--- config.mk ---
export PLATFORM = sky130hd
export DESIGN_NAME = square_root_root_finder
export DESIGN_NICKNAME = d
export VERILOG_FILES = /design/src/design/srf_pkg.sv /design/src/design/square_root_root_finder.sv /design/src/design/srf_mdu.sv
export SDC_FILE = /design/constraint.sdc
export NUM_CORES = 2
export LEC_CHECK = 0
export CAP_MARGIN = 40
export CORE_MARGIN = 5
export CORE_UTILIZATION = 37
export CTS_BUF_LIST = sky130_fd_sc_hd__clkbuf_4
export DETAILED_ROUTE_END_ITERATION = 10
export DONT_BUFFER_PORTS = 1
export PLACE_DENSITY = 0.59
export SLEW_MARGIN = 20
export SYNTH_ARGS = -nofsm -noshare
export SYNTH_HDL_FRONTEND = slang
export SYNTH_SLANG_ARGS = --single-unit
--- constraint.sdc ---
create_clock -name clk_i -period 30 [get_ports clk_i]
set_input_delay 3 -clock clk_i [delete_from_list [all_inputs] [get_ports clk_i]]
set_output_delay 3 -clock clk_i [all_outputs]
set_load 0.01 [all_outputs]
--- src/design/srf_pkg.sv ---
// Types, constants and fixed-point helpers shared by the square root finder.
`timescale 1ns / 1ps

package srf_pkg;

  localparam int W         = 48;
  localparam int FRAC      = 32;
  localparam int PW        = 96;
  localparam int XW        = 98;
  localparam int DW        = 49;
  localparam int AW        = 47;
  localparam int TW        = 33;
  localparam int IW        = 14;
  localparam int MUL_STEPS = 48;
  localparam int DIV_STEPS = 96;
  localparam int CW        = 7;

  localparam logic signed [W-1:0]  SMAX   = 48'sh7FFF_FFFF_FFFF;
  localparam logic signed [W-1:0]  SMIN   = 48'sh8000_0000_0000;
  localparam logic signed [XW-1:0] BIGMAX = 98'sd140737488355327;
  localparam logic signed [XW-1:0] BIGMIN = -98'sd140737488355328;
  localparam logic [IW-1:0]        MAXIT_RST = 14'd10000;
  localparam logic [TW-1:0]        TOL_RST   = 33'd1;

  localparam logic CFG_TOL   = 1'b0;
  localparam logic CFG_MAXIT = 1'b1;

  typedef enum logic [1:0] {
    ST_CONV  = 2'd0,
    ST_LIMIT = 2'd1,
    ST_DIVZ  = 2'd2
  } status_e;

  typedef enum logic [1:0] {
    OP_NEWTON = 2'd0,
    OP_SECANT = 2'd1,
    OP_HERON  = 2'd2,
    OP_NONE   = 2'd3
  } op_e;

  typedef struct packed {
    logic go;
    logic div;
  } mdu_req_t;

  function automatic logic signed [XW-1:0] sx(input logic signed [W-1:0] v);
    sx = $signed({{(XW-W){v[W-1]}}, v});
  endfunction

  function automatic logic signed [W-1:0] sat98(input logic signed [XW-1:0] v);
    if (v > BIGMAX) begin
      sat98 = SMAX;
    end else if (v < BIGMIN) begin
      sat98 = SMIN;
    end else begin
      sat98 = v[W-1:0];
    end
  endfunction

  function automatic logic signed [XW-1:0] smag(input logic neg, input logic [PW-1:0] mag);
    logic signed [XW-1:0] m;
    m = $signed({2'b00, mag});
    smag = neg ? -m : m;
  endfunction

  function automatic logic signed [W-1:0] sat_mag(input logic neg, input logic [PW-1:0] mag);
    sat_mag = sat98(smag(neg, mag));
  endfunction

  function automatic logic [W-1:0] abs48(input logic signed [W-1:0] v);
    abs48 = v[W-1] ? W'(-v) : v;
  endfunction

  function automatic logic signed [W-1:0] resid(input logic [PW-1:0] prod,
                                                input logic [AW-1:0] a);
    resid = sat98($signed({34'd0, prod[PW-1:FRAC]}) - $signed({51'd0, a}));
  endfunction

  function automatic logic below(input logic [DW-1:0] mag, input logic [TW-1:0] tol);
    below = mag < {16'd0, tol};
  endfunction

endpackage

--- src/design/square_root_root_finder.sv ---
// Top level of the square root finder: sequencer, operand registers and ports.
`timescale 1ns / 1ps

// Square root finder in signed Q15.32. An item is taken when start is high and
// busy is low; busy then stays high until the single result word appears on
// root_o, steps_o and status_o for one cycle with done_o, which the receiver
// must take then as it cannot stall. All multiplies and divides run through one shared
// unit on a 50-bit adder. Configuration writes are always ready.

module square_root_root_finder (
  input  logic                           clk_i,
  input  logic                           rst_ni,
  input  logic                           start,
  output logic                           busy,
  input  logic [1:0]                     operation_i,
  input  logic [srf_pkg::AW-1:0]         radicand_i,
  input  logic signed [srf_pkg::W-1:0]   initial_guess_i,
  input  logic signed [srf_pkg::W-1:0]   second_guess_i,
  output logic                           done_o,
  output logic signed [srf_pkg::W-1:0]   root_o,
  output logic [srf_pkg::IW-1:0]         steps_o,
  output logic [1:0]                     status_o,
  input  logic                           cfg_valid_i,
  output logic                           cfg_ready_o,
  input  logic                           cfg_index_i,
  input  logic [srf_pkg::TW-1:0]         cfg_data_i
);

  typedef enum logic [14:0] {
    S_IDLE  = 15'h0001,
    S_START = 15'h0002,
    N_CHECK = 15'h0004,
    N_SQ    = 15'h0008,
    N_DIV   = 15'h0010,
    H_CHECK = 15'h0020,
    H_DIV   = 15'h0040,
    H_UPD   = 15'h0080,
    C_FP    = 15'h0100,
    C_FQ    = 15'h0200,
    C_CHECK = 15'h0400,
    C_M1    = 15'h0800,
    C_M2    = 15'h1000,
    C_DIV   = 15'h2000,
    C_RES   = 15'h4000
  } state_e;

  state_e                          state_q, state_d;
  srf_pkg::op_e                    op_q, op_d;
  logic [srf_pkg::AW-1:0]          a_q, a_d;
  logic signed [srf_pkg::W-1:0]    x_q, x_d;
  logic signed [srf_pkg::W-1:0]    y_q, y_d;
  logic signed [srf_pkg::W-1:0]    fp_q, fp_d;
  logic signed [srf_pkg::W-1:0]    fq_q, fq_d;
  logic signed [srf_pkg::W-1:0]    t_q, t_d;
  logic signed [srf_pkg::XW-1:0]   p1_q, p1_d;
  logic signed [srf_pkg::XW-1:0]   den_q, den_d;
  logic                            sgn_q, sgn_d;
  logic [srf_pkg::IW-1:0]          n_q, n_d;
  logic [srf_pkg::TW-1:0]          tol_q;
  logic [srf_pkg::IW-1:0]          maxit_q;

  logic                            done_q;
  logic signed [srf_pkg::W-1:0]    root_q;
  logic [srf_pkg::IW-1:0]          steps_q;
  srf_pkg::status_e                status_q;

  logic                            fin;
  logic signed [srf_pkg::W-1:0]    fin_root;
  logic [srf_pkg::IW-1:0]          fin_steps;
  srf_pkg::status_e                fin_status;

  srf_pkg::mdu_req_t               req;
  logic [srf_pkg::PW-1:0]          opa;
  logic [srf_pkg::DW-1:0]          opb;
  logic                            mdu_done;
  logic [srf_pkg::PW-1:0]          mdu_res;

  logic [srf_pkg::W-1:0]           mx;
  logic [srf_pkg::W-1:0]           dmag;
  logic signed [srf_pkg::W-1:0]    f;
  logic signed [srf_pkg::W-1:0]    nx;
  logic signed [srf_pkg::XW-1:0]   s98;
  logic signed [srf_pkg::XW-1:0]   w98;
  logic [srf_pkg::XW-1:0]          mag98;

  srf_mdu u_mdu (
    .clk_i  (clk_i),
    .rst_ni (rst_ni),
    .req_i  (req),
    .opa_i  (opa),
    .opb_i  (opb),
    .done_o (mdu_done),
    .res_o  (mdu_res)
  );

  assign busy        = (state_q != S_IDLE);
  assign cfg_ready_o = 1'b1;

  assign mx   = srf_pkg::abs48(x_q);
  assign dmag = x_q[srf_pkg::W-1]
              ? ((mx > 48'h4000_0000_0000) ? 48'h8000_0000_0000 : {mx[46:0], 1'b0})
              : (mx[46] ? 48'h7FFF_FFFF_FFFF : {mx[46:0], 1'b0});

  always_comb begin
    state_d    = state_q;
    op_d       = op_q;
    a_d        = a_q;
    x_d        = x_q;
    y_d        = y_q;
    fp_d       = fp_q;
    fq_d       = fq_q;
    t_d        = t_q;
    p1_d       = p1_q;
    den_d      = den_q;
    sgn_d      = sgn_q;
    n_d        = n_q;
    req        = '0;
    opa        = '0;
    opb        = '0;
    fin        = 1'b0;
    fin_root   = x_q;
    fin_steps  = n_q;
    fin_status = srf_pkg::ST_CONV;
    f          = srf_pkg::resid(mdu_res, a_q);
    nx         = '0;
    s98        = '0;
    w98        = '0;
    mag98      = '0;
    unique case (state_q)
      S_IDLE: begin
        if (start) begin
          op_d    = srf_pkg::op_e'(operation_i);
          a_d     = radicand_i;
          x_d     = initial_guess_i;
          y_d     = second_guess_i;
          n_d     = '0;
          state_d = S_START;
        end
      end
      S_START: begin
        unique case (op_q)
          srf_pkg::OP_NEWTON: state_d = N_CHECK;
          srf_pkg::OP_HERON:  state_d = H_CHECK;
          srf_pkg::OP_SECANT: begin
            req.go  = 1'b1;
            opa     = {48'd0, mx};
            opb     = {1'b0, mx};
            state_d = C_FP;
          end
          srf_pkg::OP_NONE: begin
            fin        = 1'b1;
            fin_steps  = '0;
            fin_status = srf_pkg::ST_LIMIT;
          end
        endcase
      end
      N_CHECK: begin
        if (n_q == maxit_q) begin
          fin        = 1'b1;
          fin_status = srf_pkg::ST_LIMIT;
        end else begin
          req.go  = 1'b1;
          opa     = {48'd0, mx};
          opb     = {1'b0, mx};
          state_d = N_SQ;
        end
      end
      N_SQ: begin
        if (mdu_done) begin
          if (srf_pkg::below({1'b0, srf_pkg::abs48(f)}, tol_q)) begin
            fin = 1'b1;
          end else if (x_q == '0) begin
            fin        = 1'b1;
            fin_status = srf_pkg::ST_DIVZ;
          end else begin
            sgn_d   = f[srf_pkg::W-1] ^ x_q[srf_pkg::W-1];
            req.go  = 1'b1;
            req.div = 1'b1;
            opa     = {16'd0, srf_pkg::abs48(f), 32'd0};
            opb     = {1'b0, dmag};
            state_d = N_DIV;
          end
        end
      end
      N_DIV: begin
        if (mdu_done) begin
          nx      = srf_pkg::sat_mag(sgn_q, mdu_res);
          x_d     = srf_pkg::sat98(srf_pkg::sx(x_q) - srf_pkg::sx(nx));
          n_d     = n_q + 1'b1;
          state_d = N_CHECK;
        end
      end
      H_CHECK: begin
        if (n_q == maxit_q) begin
          fin        = 1'b1;
          fin_status = srf_pkg::ST_LIMIT;
        end else if (x_q == '0) begin
          fin        = 1'b1;
          fin_status = srf_pkg::ST_DIVZ;
        end else begin
          req.go  = 1'b1;
          req.div = 1'b1;
          opa     = {17'd0, a_q, 32'd0};
          opb     = {1'b0, mx};
          state_d = H_DIV;
        end
      end
      H_DIV: begin
        if (mdu_done) begin
          t_d     = srf_pkg::sat_mag(x_q[srf_pkg::W-1], mdu_res);
          state_d = H_UPD;
        end
      end
      H_UPD: begin
        s98   = srf_pkg::sx(t_q) + srf_pkg::sx(x_q);
        w98   = s98 + $signed({{(srf_pkg::XW-1){1'b0}}, s98[srf_pkg::XW-1]});
        nx    = srf_pkg::sat98(w98 >>> 1);
        s98   = srf_pkg::sx(x_q) - srf_pkg::sx(nx);
        mag98 = s98[srf_pkg::XW-1] ? srf_pkg::XW'(-s98) : s98;
        x_d   = nx;
        if (srf_pkg::below(mag98[srf_pkg::DW-1:0], tol_q)) begin
          fin      = 1'b1;
          fin_root = nx;
        end else begin
          n_d     = n_q + 1'b1;
          state_d = H_CHECK;
        end
      end
      C_FP: begin
        if (mdu_done) begin
          fp_d    = f;
          req.go  = 1'b1;
          opa     = {48'd0, srf_pkg::abs48(y_q)};
          opb     = {1'b0, srf_pkg::abs48(y_q)};
          state_d = C_FQ;
        end
      end
      C_FQ: begin
        if (mdu_done) begin
          fq_d    = f;
          state_d = C_CHECK;
        end
      end
      C_CHECK: begin
        s98   = srf_pkg::sx(fq_q) - srf_pkg::sx(fp_q);
        den_d = s98;
        if (n_q == maxit_q) begin
          fin        = 1'b1;
          fin_root   = y_q;
          fin_status = srf_pkg::ST_LIMIT;
        end else if (s98 == '0) begin
          fin        = 1'b1;
          fin_root   = y_q;
          fin_status = srf_pkg::ST_DIVZ;
        end else begin
          req.go  = 1'b1;
          opa     = {48'd0, mx};
          opb     = {1'b0, srf_pkg::abs48(fq_q)};
          state_d = C_M1;
        end
      end
      C_M1: begin
        if (mdu_done) begin
          p1_d    = srf_pkg::smag(x_q[srf_pkg::W-1] ^ fq_q[srf_pkg::W-1], mdu_res);
          req.go  = 1'b1;
          opa     = {48'd0, srf_pkg::abs48(y_q)};
          opb     = {1'b0, srf_pkg::abs48(fp_q)};
          state_d = C_M2;
        end
      end
      C_M2: begin
        if (mdu_done) begin
          s98     = p1_q - srf_pkg::smag(y_q[srf_pkg::W-1] ^ fp_q[srf_pkg::W-1], mdu_res);
          mag98   = s98[srf_pkg::XW-1] ? srf_pkg::XW'(-s98) : s98;
          w98     = den_q[srf_pkg::XW-1] ? -den_q : den_q;
          sgn_d   = s98[srf_pkg::XW-1] ^ den_q[srf_pkg::XW-1];
          req.go  = 1'b1;
          req.div = 1'b1;
          opa     = mag98[srf_pkg::PW-1:0];
          opb     = w98[srf_pkg::DW-1:0];
          state_d = C_DIV;
        end
      end
      C_DIV: begin
        if (mdu_done) begin
          nx      = srf_pkg::sat_mag(sgn_q, mdu_res);
          x_d     = y_q;
          y_d     = nx;
          fp_d    = fq_q;
          req.go  = 1'b1;
          opa     = {48'd0, srf_pkg::abs48(nx)};
          opb     = {1'b0, srf_pkg::abs48(nx)};
          state_d = C_RES;
        end
      end
      C_RES: begin
        if (mdu_done) begin
          fq_d = f;
          if (srf_pkg::below({1'b0, srf_pkg::abs48(f)}, tol_q)) begin
            fin       = 1'b1;
            fin_root  = y_q;
            fin_steps = n_q + 1'b1;
          end else begin
            n_d     = n_q + 1'b1;
            state_d = C_CHECK;
          end
        end
      end
      default: state_d = S_IDLE;
    endcase
    if (fin) begin
      state_d = S_IDLE;
      if (fin_status == srf_pkg::ST_LIMIT && op_q != srf_pkg::OP_NONE) begin
        fin_steps = maxit_q;
      end
    end
  end

  always_ff @(posedge clk_i or negedge rst_ni) begin
    if (!rst_ni) begin
      state_q <= S_IDLE;
      done_q  <= 1'b0;
      tol_q   <= srf_pkg::TOL_RST;
      maxit_q <= srf_pkg::MAXIT_RST;
    end else begin
      state_q <= state_d;
      done_q  <= fin;
      if (cfg_valid_i && cfg_ready_o) begin
        unique case (cfg_index_i)
          srf_pkg::CFG_TOL:   tol_q   <= cfg_data_i;
          srf_pkg::CFG_MAXIT: maxit_q <= cfg_data_i[srf_pkg::IW-1:0];
        endcase
      end
    end
  end

  always_ff @(posedge clk_i) begin
    op_q  <= op_d;
    a_q   <= a_d;
    x_q   <= x_d;
    y_q   <= y_d;
    fp_q  <= fp_d;
    fq_q  <= fq_d;
    t_q   <= t_d;
    p1_q  <= p1_d;
    den_q <= den_d;
    sgn_q <= sgn_d;
    n_q   <= n_d;
    if (fin) begin
      root_q   <= fin_root;
      steps_q  <= fin_steps;
      status_q <= fin_status;
    end
  end

  assign done_o   = done_q;
  assign root_o   = root_q;
  assign steps_o  = steps_q;
  assign status_o = status_q;

endmodule

--- src/design/srf_mdu.sv ---
// Shared shift-add multiplier and restoring divider on one adder.
`timescale 1ns / 1ps

module srf_mdu (
  input  logic                       clk_i,
  input  logic                       rst_ni,
  input  srf_pkg::mdu_req_t          req_i,
  input  logic [srf_pkg::PW-1:0]     opa_i,
  input  logic [srf_pkg::DW-1:0]     opb_i,
  output logic                       done_o,
  output logic [srf_pkg::PW-1:0]     res_o
);

  logic                     busy_q, busy_d;
  logic                     div_q, div_d;
  logic                     done_q, done_d;
  logic [srf_pkg::CW-1:0]   cnt_q, cnt_d;
  logic [srf_pkg::DW-1:0]   rem_q, rem_d;
  logic [srf_pkg::PW-1:0]   sh_q, sh_d;
  logic [srf_pkg::DW-1:0]   b_q, b_d;

  logic [srf_pkg::DW:0]     shifted;
  logic [srf_pkg::DW:0]     base;
  logic [srf_pkg::DW:0]     opnd;
  logic [srf_pkg::DW+1:0]   total;
  logic [srf_pkg::DW:0]     sum;
  logic                     ge;
  logic                     last;

  assign shifted = {rem_q, sh_q[srf_pkg::PW-1]};
  assign base    = div_q ? shifted : {1'b0, rem_q};
  assign opnd    = div_q ? ~{1'b0, b_q} : (sh_q[0] ? {1'b0, b_q} : '0);
  assign total   = {1'b0, base} + {1'b0, opnd} + {{(srf_pkg::DW+1){1'b0}}, div_q};
  assign sum     = total[srf_pkg::DW:0];
  assign ge      = total[srf_pkg::DW+1];
  assign last    = div_q ? (cnt_q == srf_pkg::CW'(srf_pkg::DIV_STEPS - 1))
                         : (cnt_q == srf_pkg::CW'(srf_pkg::MUL_STEPS - 1));

  always_comb begin
    busy_d = busy_q;
    div_d  = div_q;
    cnt_d  = cnt_q;
    rem_d  = rem_q;
    sh_d   = sh_q;
    b_d    = b_q;
    done_d = 1'b0;
    if (req_i.go) begin
      busy_d = 1'b1;
      div_d  = req_i.div;
      cnt_d  = '0;
      rem_d  = '0;
      sh_d   = opa_i;
      b_d    = opb_i;
    end else if (busy_q) begin
      cnt_d = cnt_q + 1'b1;
      if (div_q) begin
        rem_d = ge ? sum[srf_pkg::DW-1:0] : shifted[srf_pkg::DW-1:0];
        sh_d  = {sh_q[srf_pkg::PW-2:0], ge};
      end else begin
        rem_d = sum[srf_pkg::DW:1];
        sh_d  = {sum[0], sh_q[srf_pkg::PW-1:1]};
      end
      if (last) begin
        busy_d = 1'b0;
        done_d = 1'b1;
      end
    end
  end

  always_ff @(posedge clk_i or negedge rst_ni) begin
    if (!rst_ni) begin
      busy_q <= 1'b0;
      done_q <= 1'b0;
      div_q  <= 1'b0;
      cnt_q  <= '0;
    end else begin
      busy_q <= busy_d;
      done_q <= done_d;
      div_q  <= div_d;
      cnt_q  <= cnt_d;
    end
  end

  always_ff @(posedge clk_i) begin
    rem_q <= rem_d;
    sh_q  <= sh_d;
    b_q   <= b_d;
  end

  assign done_o = done_q;
  assign res_o  = div_q ? sh_q
                        : {rem_q[srf_pkg::W-1:0], sh_q[srf_pkg::PW-1:srf_pkg::W]};

endmodule

Yosys cells after proc, flatten, opt, wreduce, memory -nomap -nowiden
Cells that the tools add are included.
{ "totals": {"reg_bits": 782, "inputBits": 183, "elab_cells": 307} }
{ "op_classes": {"n_addsub": 21, "order_cmp": 13, "eq_ne": 55, "muxes": 161, "bitwise_logic": 6, "reduce_logical": 25} }
{ "op_table": {"columns": ["cell", "n"], "rows": [
  ["two-way mux 48 bit", 50],
  ["case mux 96 bit (8 select lines)", 1],
  ["two-way mux 96 bit", 7],
  ["case mux 49 bit (9 select lines)", 1],
  ["two-way mux 49 bit", 7],
  ["two-way mux 15 bit", 20],
  ["two-way mux 98 bit", 3],
  ["negator 48 bit", 6],
  ["two-way mux 80 bit", 3],
  ["case mux 15 bit (15 select lines)", 1],
  ["> comparator 98 x 48 -> 1 bit (second input constant)", 2],
  ["< comparator 98 x 48 -> 1 bit (second input constant)", 2],
  ["case mux 48 bit (2 select lines)", 2],
  ["case mux 48 bit (4 select lines)", 1],
  ["two-way mux 79 bit", 2],
  ["subtractor 48 x 48 -> 49 bit", 3],
  ["case mux 48 bit (3 select lines)", 1],
  ["two-way mux 14 bit", 9],
  ["two-way mux 50 bit", 2],
  ["> comparator 49 x 48 -> 1 bit (second input constant)", 2],
  ["zero test 98 bit", 1],
  ["< comparator 49 x 48 -> 1 bit (second input constant)", 2],
  ["negator 49 bit", 2],
  ["negator 96 -> 98 bit", 1],
  ["other kinds (67)", 150]
]} }

Logic depth before layout (Yosys ltp)
{ "logic_depth": {"depth_word": 14, "ltp_mapped": 62} }

Cells and area by module
A second synthesis with hierarchy kept.
{ "hier_totals": {"hier_cells": 11048, "hier_area_um2": 86036.3} }
{ "by_module_without_submodules": {"columns": ["mod", "n_inst", "cells_each", "area_per_inst_um2", "seq_area_each_um2"], "rows": [
  ["square_root_root_finder", 1, 9372, 71956.5, 17050.1],
  ["srf_mdu", 1, 1676, 14079.8, 5585.4]
]} }

Least setup slack after synthesis
OpenSTA, ideal clock, no wires.
{ "synth_timing": {"path_kind": "register to register", "startpoint": "register x_q[2] (netlist name)", "endpoint": "register state_q[11]", "t_arrival_ns": 14.190, "t_required_ns": 29.876, "setup_slack_ns": 15.687, "path_stages_with_launch": 59, "path_cell_list": "edfxtp_1 -> ha_1 -> nor2b_1 -> o21a_1 -> o21ai_0 -> a21oi_1 -> a31oi_1 -> o31a_1 -> o31ai_1 -> a211o_1 -> a41o_1 -> a211oi_1 -> and2_1 -> ha_1 -> and3_1 -> clkbuf_1 -> nand2_1 -> nor4_1 -> [23 not listed] -> o21a_1 -> o21a_1 -> o21ai_0 -> nand2b_1 -> a21oi_1 -> o21ai_0 -> a21oi_1 -> o21ai_0 -> a31o_2 -> a221oi_1 -> o31ai_1 -> a21oi_1 -> nor4bb_1 -> nand4_1 -> o21ai_0 -> a211o_1 -> nor2_1 -> a22o_1"} }
{ "synth_via": {"elab_chain_len": 14, "word_cells_on_any_way": 40, "cone_classes": "4 x add/sub; 3 x order compare; 20 x eq/ne; 11 x mux; 2 x reduce/logical"} }
{ "synth_rtl": {"columns": ["item", "line_no", "rtl"], "rows": [
  ["from (decl)", "square_root_root_finder.sv:50", "logic signed [srf_pkg::W-1:0] x_q, x_d;"],
  ["from (signal assigned)", "square_root_root_finder.sv:340", "x_q <= x_d;"],
  ["adder 48 x 48 -> 49 bit", "square_root_root_finder.sv:215", "s98 = srf_pkg::sx(t_q) + srf_pkg::sx(x_q);"],
  ["adder 49 x 2 -> 50 bit", "square_root_root_finder.sv:216", "w98 = s98 + $signed({{(srf_pkg::XW-1){1'b0}}, s98[srf_pkg::XW-1]});"],
  ["< comparator 49 x 48 -> 1 bit", "srf_pkg.sv:53", "end else if (v < BIGMIN) begin"],
  ["two-way mux 48 bit", "srf_pkg.sv:53", null],
  ["two-way mux 48 bit", "srf_pkg.sv:51", "if (v > BIGMAX) begin"],
  ["two-way mux 48 bit", "square_root_root_finder.sv:129", "unique case (state_q)"],
  ["subtractor 48 x 48 -> 49 bit", "square_root_root_finder.sv:218", "s98 = srf_pkg::sx(x_q) - srf_pkg::sx(nx);"],
  ["negator 49 bit", "square_root_root_finder.sv:219", "mag98 = s98[srf_pkg::XW-1] ? srf_pkg::XW'(-s98) : s98;"],
  ["two-way mux 49 bit", "square_root_root_finder.sv:219", null],
  ["< comparator 49 x 33 -> 1 bit", "srf_pkg.sv:80", "below = mag < {16'd0, tol};"],
  ["two-way mux 1 bit", "square_root_root_finder.sv:221", "if (srf_pkg::below(mag98[srf_pkg::DW-1:0], tol_q)) begin"],
  ["case mux 1 bit (7 select lines) *", "square_root_root_finder.sv:129", null],
  ["named net fin", "square_root_root_finder.sv:67", "logic fin;"],
  ["inequality test 5 x 2 -> 1 bit (no line), or another cell as far along", null, null],
  ["AND reduction 20 bit (no line)", null, null],
  ["to (signal assigned)", "square_root_root_finder.sv:326", "state_q <= state_d;"],
  ["to (decl)", "square_root_root_finder.sv:47", "state_e state_q, state_d;"]
]} }
The timed path passes the listed nets; every way through them passes the cells marked *. The select of a mux whose other input is x is not followed.
A chain may end at the register's enable or synchronous reset.

Worst setup path after layout
{ "layout_timing": {"startpoint": "register x_q[0] (netlist name)", "endpoint": "register root_q (netlist bit root_o[21]), enable pin"} }
{ "layout_via": {"elab_chain_len": 12, "word_cells_on_any_way": 18, "cone_classes": "4 x add/sub; 3 x order compare; 10 x mux; 1 x reduce/logical"} }
{ "layout_rtl": {"columns": ["item", "line_no", "rtl"], "rows": [
  ["adder 48 x 48 -> 49 bit", "square_root_root_finder.sv:215", null],
  ["adder 49 x 2 -> 50 bit", "square_root_root_finder.sv:216", null],
  ["< comparator 49 x 48 -> 1 bit", "srf_pkg.sv:53", null],
  ["two-way mux 48 bit", "srf_pkg.sv:53", null],
  ["two-way mux 48 bit", "srf_pkg.sv:51", null],
  ["two-way mux 48 bit", "square_root_root_finder.sv:129", null],
  ["subtractor 48 x 48 -> 49 bit", "square_root_root_finder.sv:218", null],
  ["negator 49 bit", "square_root_root_finder.sv:219", null],
  ["two-way mux 49 bit", "square_root_root_finder.sv:219", null],
  ["< comparator 49 x 33 -> 1 bit", "srf_pkg.sv:80", null],
  ["two-way mux 1 bit", "square_root_root_finder.sv:221", null],
  ["case mux 1 bit (7 select lines) *", "square_root_root_finder.sv:129", null],
  ["named net fin", "square_root_root_finder.sv:67", null],
  ["to (signal assigned)", "square_root_root_finder.sv:350", "root_q <= fin_root;"],
  ["to (decl)", "square_root_root_finder.sv:63", "logic signed [srf_pkg::W-1:0] root_q;"]
]} }
Marks and branches as above.

==> run_results.csv <==
group,metric,value,unit
status,outcome,"complete, no violations",
sta,slew_violations,0,
final_layout,drive_above_1_share,0.104,
final_layout,area_growth,9.87,%
placement,placed_cell_area,0.0894,mm^2
floorplan,pin_count,250,
sta,worst_pin_slew,1370,ps
placement,place_congestion,1.14,
clocking,cts_num_sinks,782,
pwr,swShare,0.583,
route,ant_nets,0,
sta,finalHoldViolCount,0,
pwr,p_clk_frac,0.085,
final_layout,nFillCells,23400,
global_route,grt_antenna_before_repair,65,
sta,fmax,60.0,MHz
sta,period_minus_slack,16660,ps
sta,rsz0062_at_grt,"false",
pwr,p_leak,35.4,nW
pwr,p_comb_frac,0.763,
route,wl_met2,189000,um
global_route,grt_use_total,0.388,
clocking,cts-root-buf,"clkbuf_4",
global_route,grt-ovfl-total,0,
floorplan,coreArea,0.227,mm^2
clocking,hold_buffers,0,
yosys,yosysMostFrequentCell,"nand2_1",
floorplan,die_h,488,um
floorplan,die_x,488,um
route,vias_per_cell,6.68,
route,wl_met1,188000,um
clocking,cts_tree,"done",
yosys,synthArstFlopShare,0.0934,
yosys,ys.flop_type,"edfxtp_1",
yosys,netlist_area,0.0844,mm^2
clocking,clock_latency,1450,ps
sta,fin_crit_sh,0.555,
final_layout,final_core_util,0.408,
route,dr_wl_met3,65200,um
placement,port_buffers,0,
yosys,synth_area_leaders,"edfxtp_1 (23%), xnor2_1 (7.7%), ha_1 (6.9%)",
worst_setup_path,crit_slowest_cell,"nor4b_1",
route,drt_first_iter_violations,14700,
worst_setup_path,cpPeakStageDelay,680,ps
pwr,ir_drop,0.0758,mV
yosys,syn-num-nets,11200,
placement,place_ws,13870,ps
clocking,cts_buffers,234,
worst_setup_path,crit_fanout,50,
yosys,avgSynthCellArea,8.01,um^2
clocking,clkTransAtPathRegs,60,ps
global_route,grt_pass1_vias,83500,
route,wl_per_cell,34.9,um
sta,max_slew_margin,0.0846,
final_layout,finalNetCount,11300,
run,drv_cap,0,
route,drcViolationCount,0,
yosys,synth_warnings,0,
route,firstDrtPassIters,8,
yosys,synth.yosys.seq_area_share,0.268,
floorplan,rows,175,
placement,hpwl,393000,um
final_layout,final_cell_area,0.0927,mm^2
floorplan,initial_core_util,0.372,
yosys,yosysTopAreaCell,"edfxtp_1",
sta,fin_ws,13340,ps
sta,fin_skew,162,ps
sta,setup-violations-final,0,
route,route.vias.total,92700,
clocking,ctsResizeCount,0,
yosys,synth_top_area_share,0.235,
pwr,p_switching,7.74,mW
yosys,syn_inst,10500,
yosys,synth_edf_count,660,
global_route,grt_start_max_net_pins,177,
pwr,p_int,5.53,mW
clocking,cts_setup_buffers,0,
worst_setup_path,cp-end-kind,"flip-flop",
worst_setup_path,cp.arrival,17680,ps
route,dr.max_layer_used,"met5",
hold_path,hp-class,"flip-flop to flip-flop",
worst_setup_path,cp-start-kind,"flip-flop",
yosys,synth-seq-cells,782,
sta,fin_setup_tns,0,ps
worst_setup_path,worstPathRequired,31020,ps
pwr,p_per_area,143,mW/mm^2
yosys,synthTopCellsByCount,"nand2_1 (1056), nor2_1 (959), a21oi_1 (809), o21ai_0 (776), xnor2_1 (738)",
global_route,grt_pass1_wl,659000,um
yosys,synthDistinctLibCells,120,
floorplan,die_area,0.238,mm^2
clocking,cts_buffer_depth,3,
clocking,htree_levels,4,
worst_setup_path,worstSetupPathType,"flip-flop to flip-flop",
pwr,power.share.sequential,0.151,
route,routed_wirelength,485000,um
-- cell families (layout without fill, tap and decap cells) --
| family | Yosys count | after routing | synth area share |
|---|---|---|---|
| buffers and inverters | 979 | 1258 | 0.0458 |
| adders and majority gates | 473 | 473 | 0.0709 |
| and+or+nand+nor | 3688 | 3688 | 0.215 |
| muxes | 247 | 247 | 0.0311 |
| AOI/OAI and AO/OA | 3248 | 3248 | 0.253 |
| xor gates and xnor gates | 1119 | 1119 | 0.116 |
| other | 1 | 51 | 0.0000444 |
| DFF | 782 | 782 | 0.268 |
-- layout by cell type, fill, tap and decap left out, types with 208 or more instances in the layout --
cell      synthesis  final
nand2_1        1056   1054
nor2_1          959    952
a21oi_1         809    804
o21ai_0         776    772
xnor2_1         738    729
edfxtp_1        660    660
ha_1            465    465
inv_1           396    394
xor2_1          381    378
buf_4            12    364
clkbuf_4          0    350
a21o_1          266    266
nor3_1          262    260
nand3_1         211    208
-- metrics by stage --
step | instances | hold slack, ps | power [mW]
2_1_floorplan | 10500 | 469 | 8.28
3_3_place_gp | 13300 | 486 | 11.6
3_5_place_dp | 13400 | 500 | 11.7
4_1_cts | 13800 | 510 | 12.9
5_1_grt | 13800 | 540 | 13.9
6_report | 13900 | 512 | 13.3
-- flip-flops by register name, summed over array words and instances, names as in the netlist, 15 cells and up --
signal	flops
tol_q	33
state_q	15
fp_q	48
fq_q	48
root_o	48
p1_q	98
u_mdu.rem_q	49
x_q	48
t_q	48
u_mdu.sh_q	96
a_q	47
y_q	48
den_q	49
u_mdu.b_q	49
-- layer usage --
layer  GRT usage  up-vias
met5           0        -
met4       0.266       28
met3       0.130     1391
met2       0.538     6746
met1       0.504    44900
li1            -    39600
-- worst max-delay path: cells and delay by family, from the launching register on --
| family | cells | cell delay, ps |
|---|---|---|
| buf+inv | 8 | 1910 |
| xor+xnor | 1 | 150 |
| mux | 1 | 240 |
| flops | 1 | 590 |
| compound gates | 31 | 7250 |
| simple gates | 13 | 4360 |
| fa+ha+maj | 6 | 1580 |
-- power by group through the flow --
| stage | clock network (mW) | registers [mW] | logic (mW) |
|---|---|---|---|
| after CTS | 1.14 | 1.97 | 9.75 |
| after floorplan | 0 | 1.77 | 6.51 |
| after global placement | 0 | 1.98 | 9.60 |
| final | 1.13 | 2.01 | 10.1 |
| after global routing | 1.19 | 2.00 | 10.7 |
| after detailed placement | 0 | 1.99 | 9.68 |
-- final cells by class --
cell class                 count  area (um^2)  share of cell area
multi-input combinational   8776        58300               0.629
sequential                   782        22600               0.244
tap                         3009         3760              0.0406
timing repair buffer         430         3270              0.0352
clock buffer                 343         2570              0.0278
inverter                     407         1530              0.0165
clock inverter                78          482             0.00520
antenna                       50          125             0.00135
-- path summary, 6_finish.rpt --
| path | startpoint | end | slack (ps) | cells past startpoint |
|---|---|---|---|---|
| max | x_q[0] | root_o[21] | 13340 | 60 |
| min | u_mdu.rem_q[48] | u_mdu.rem_q[48] | 510 | 2 |
| max reg2reg | x_q[0] | root_o[21] | 13340 | 60 |
| min reg2reg | u_mdu.rem_q[48] | u_mdu.rem_q[48] | 510 | 2 |
| max in group asynchronous | rst_ni | maxit_q[8] | 28520 | 0 |
| min in group asynchronous | rst_ni | state_q[2] | 1240 | 0 |
Note: power is estimated with default switching activity, not from simulation.
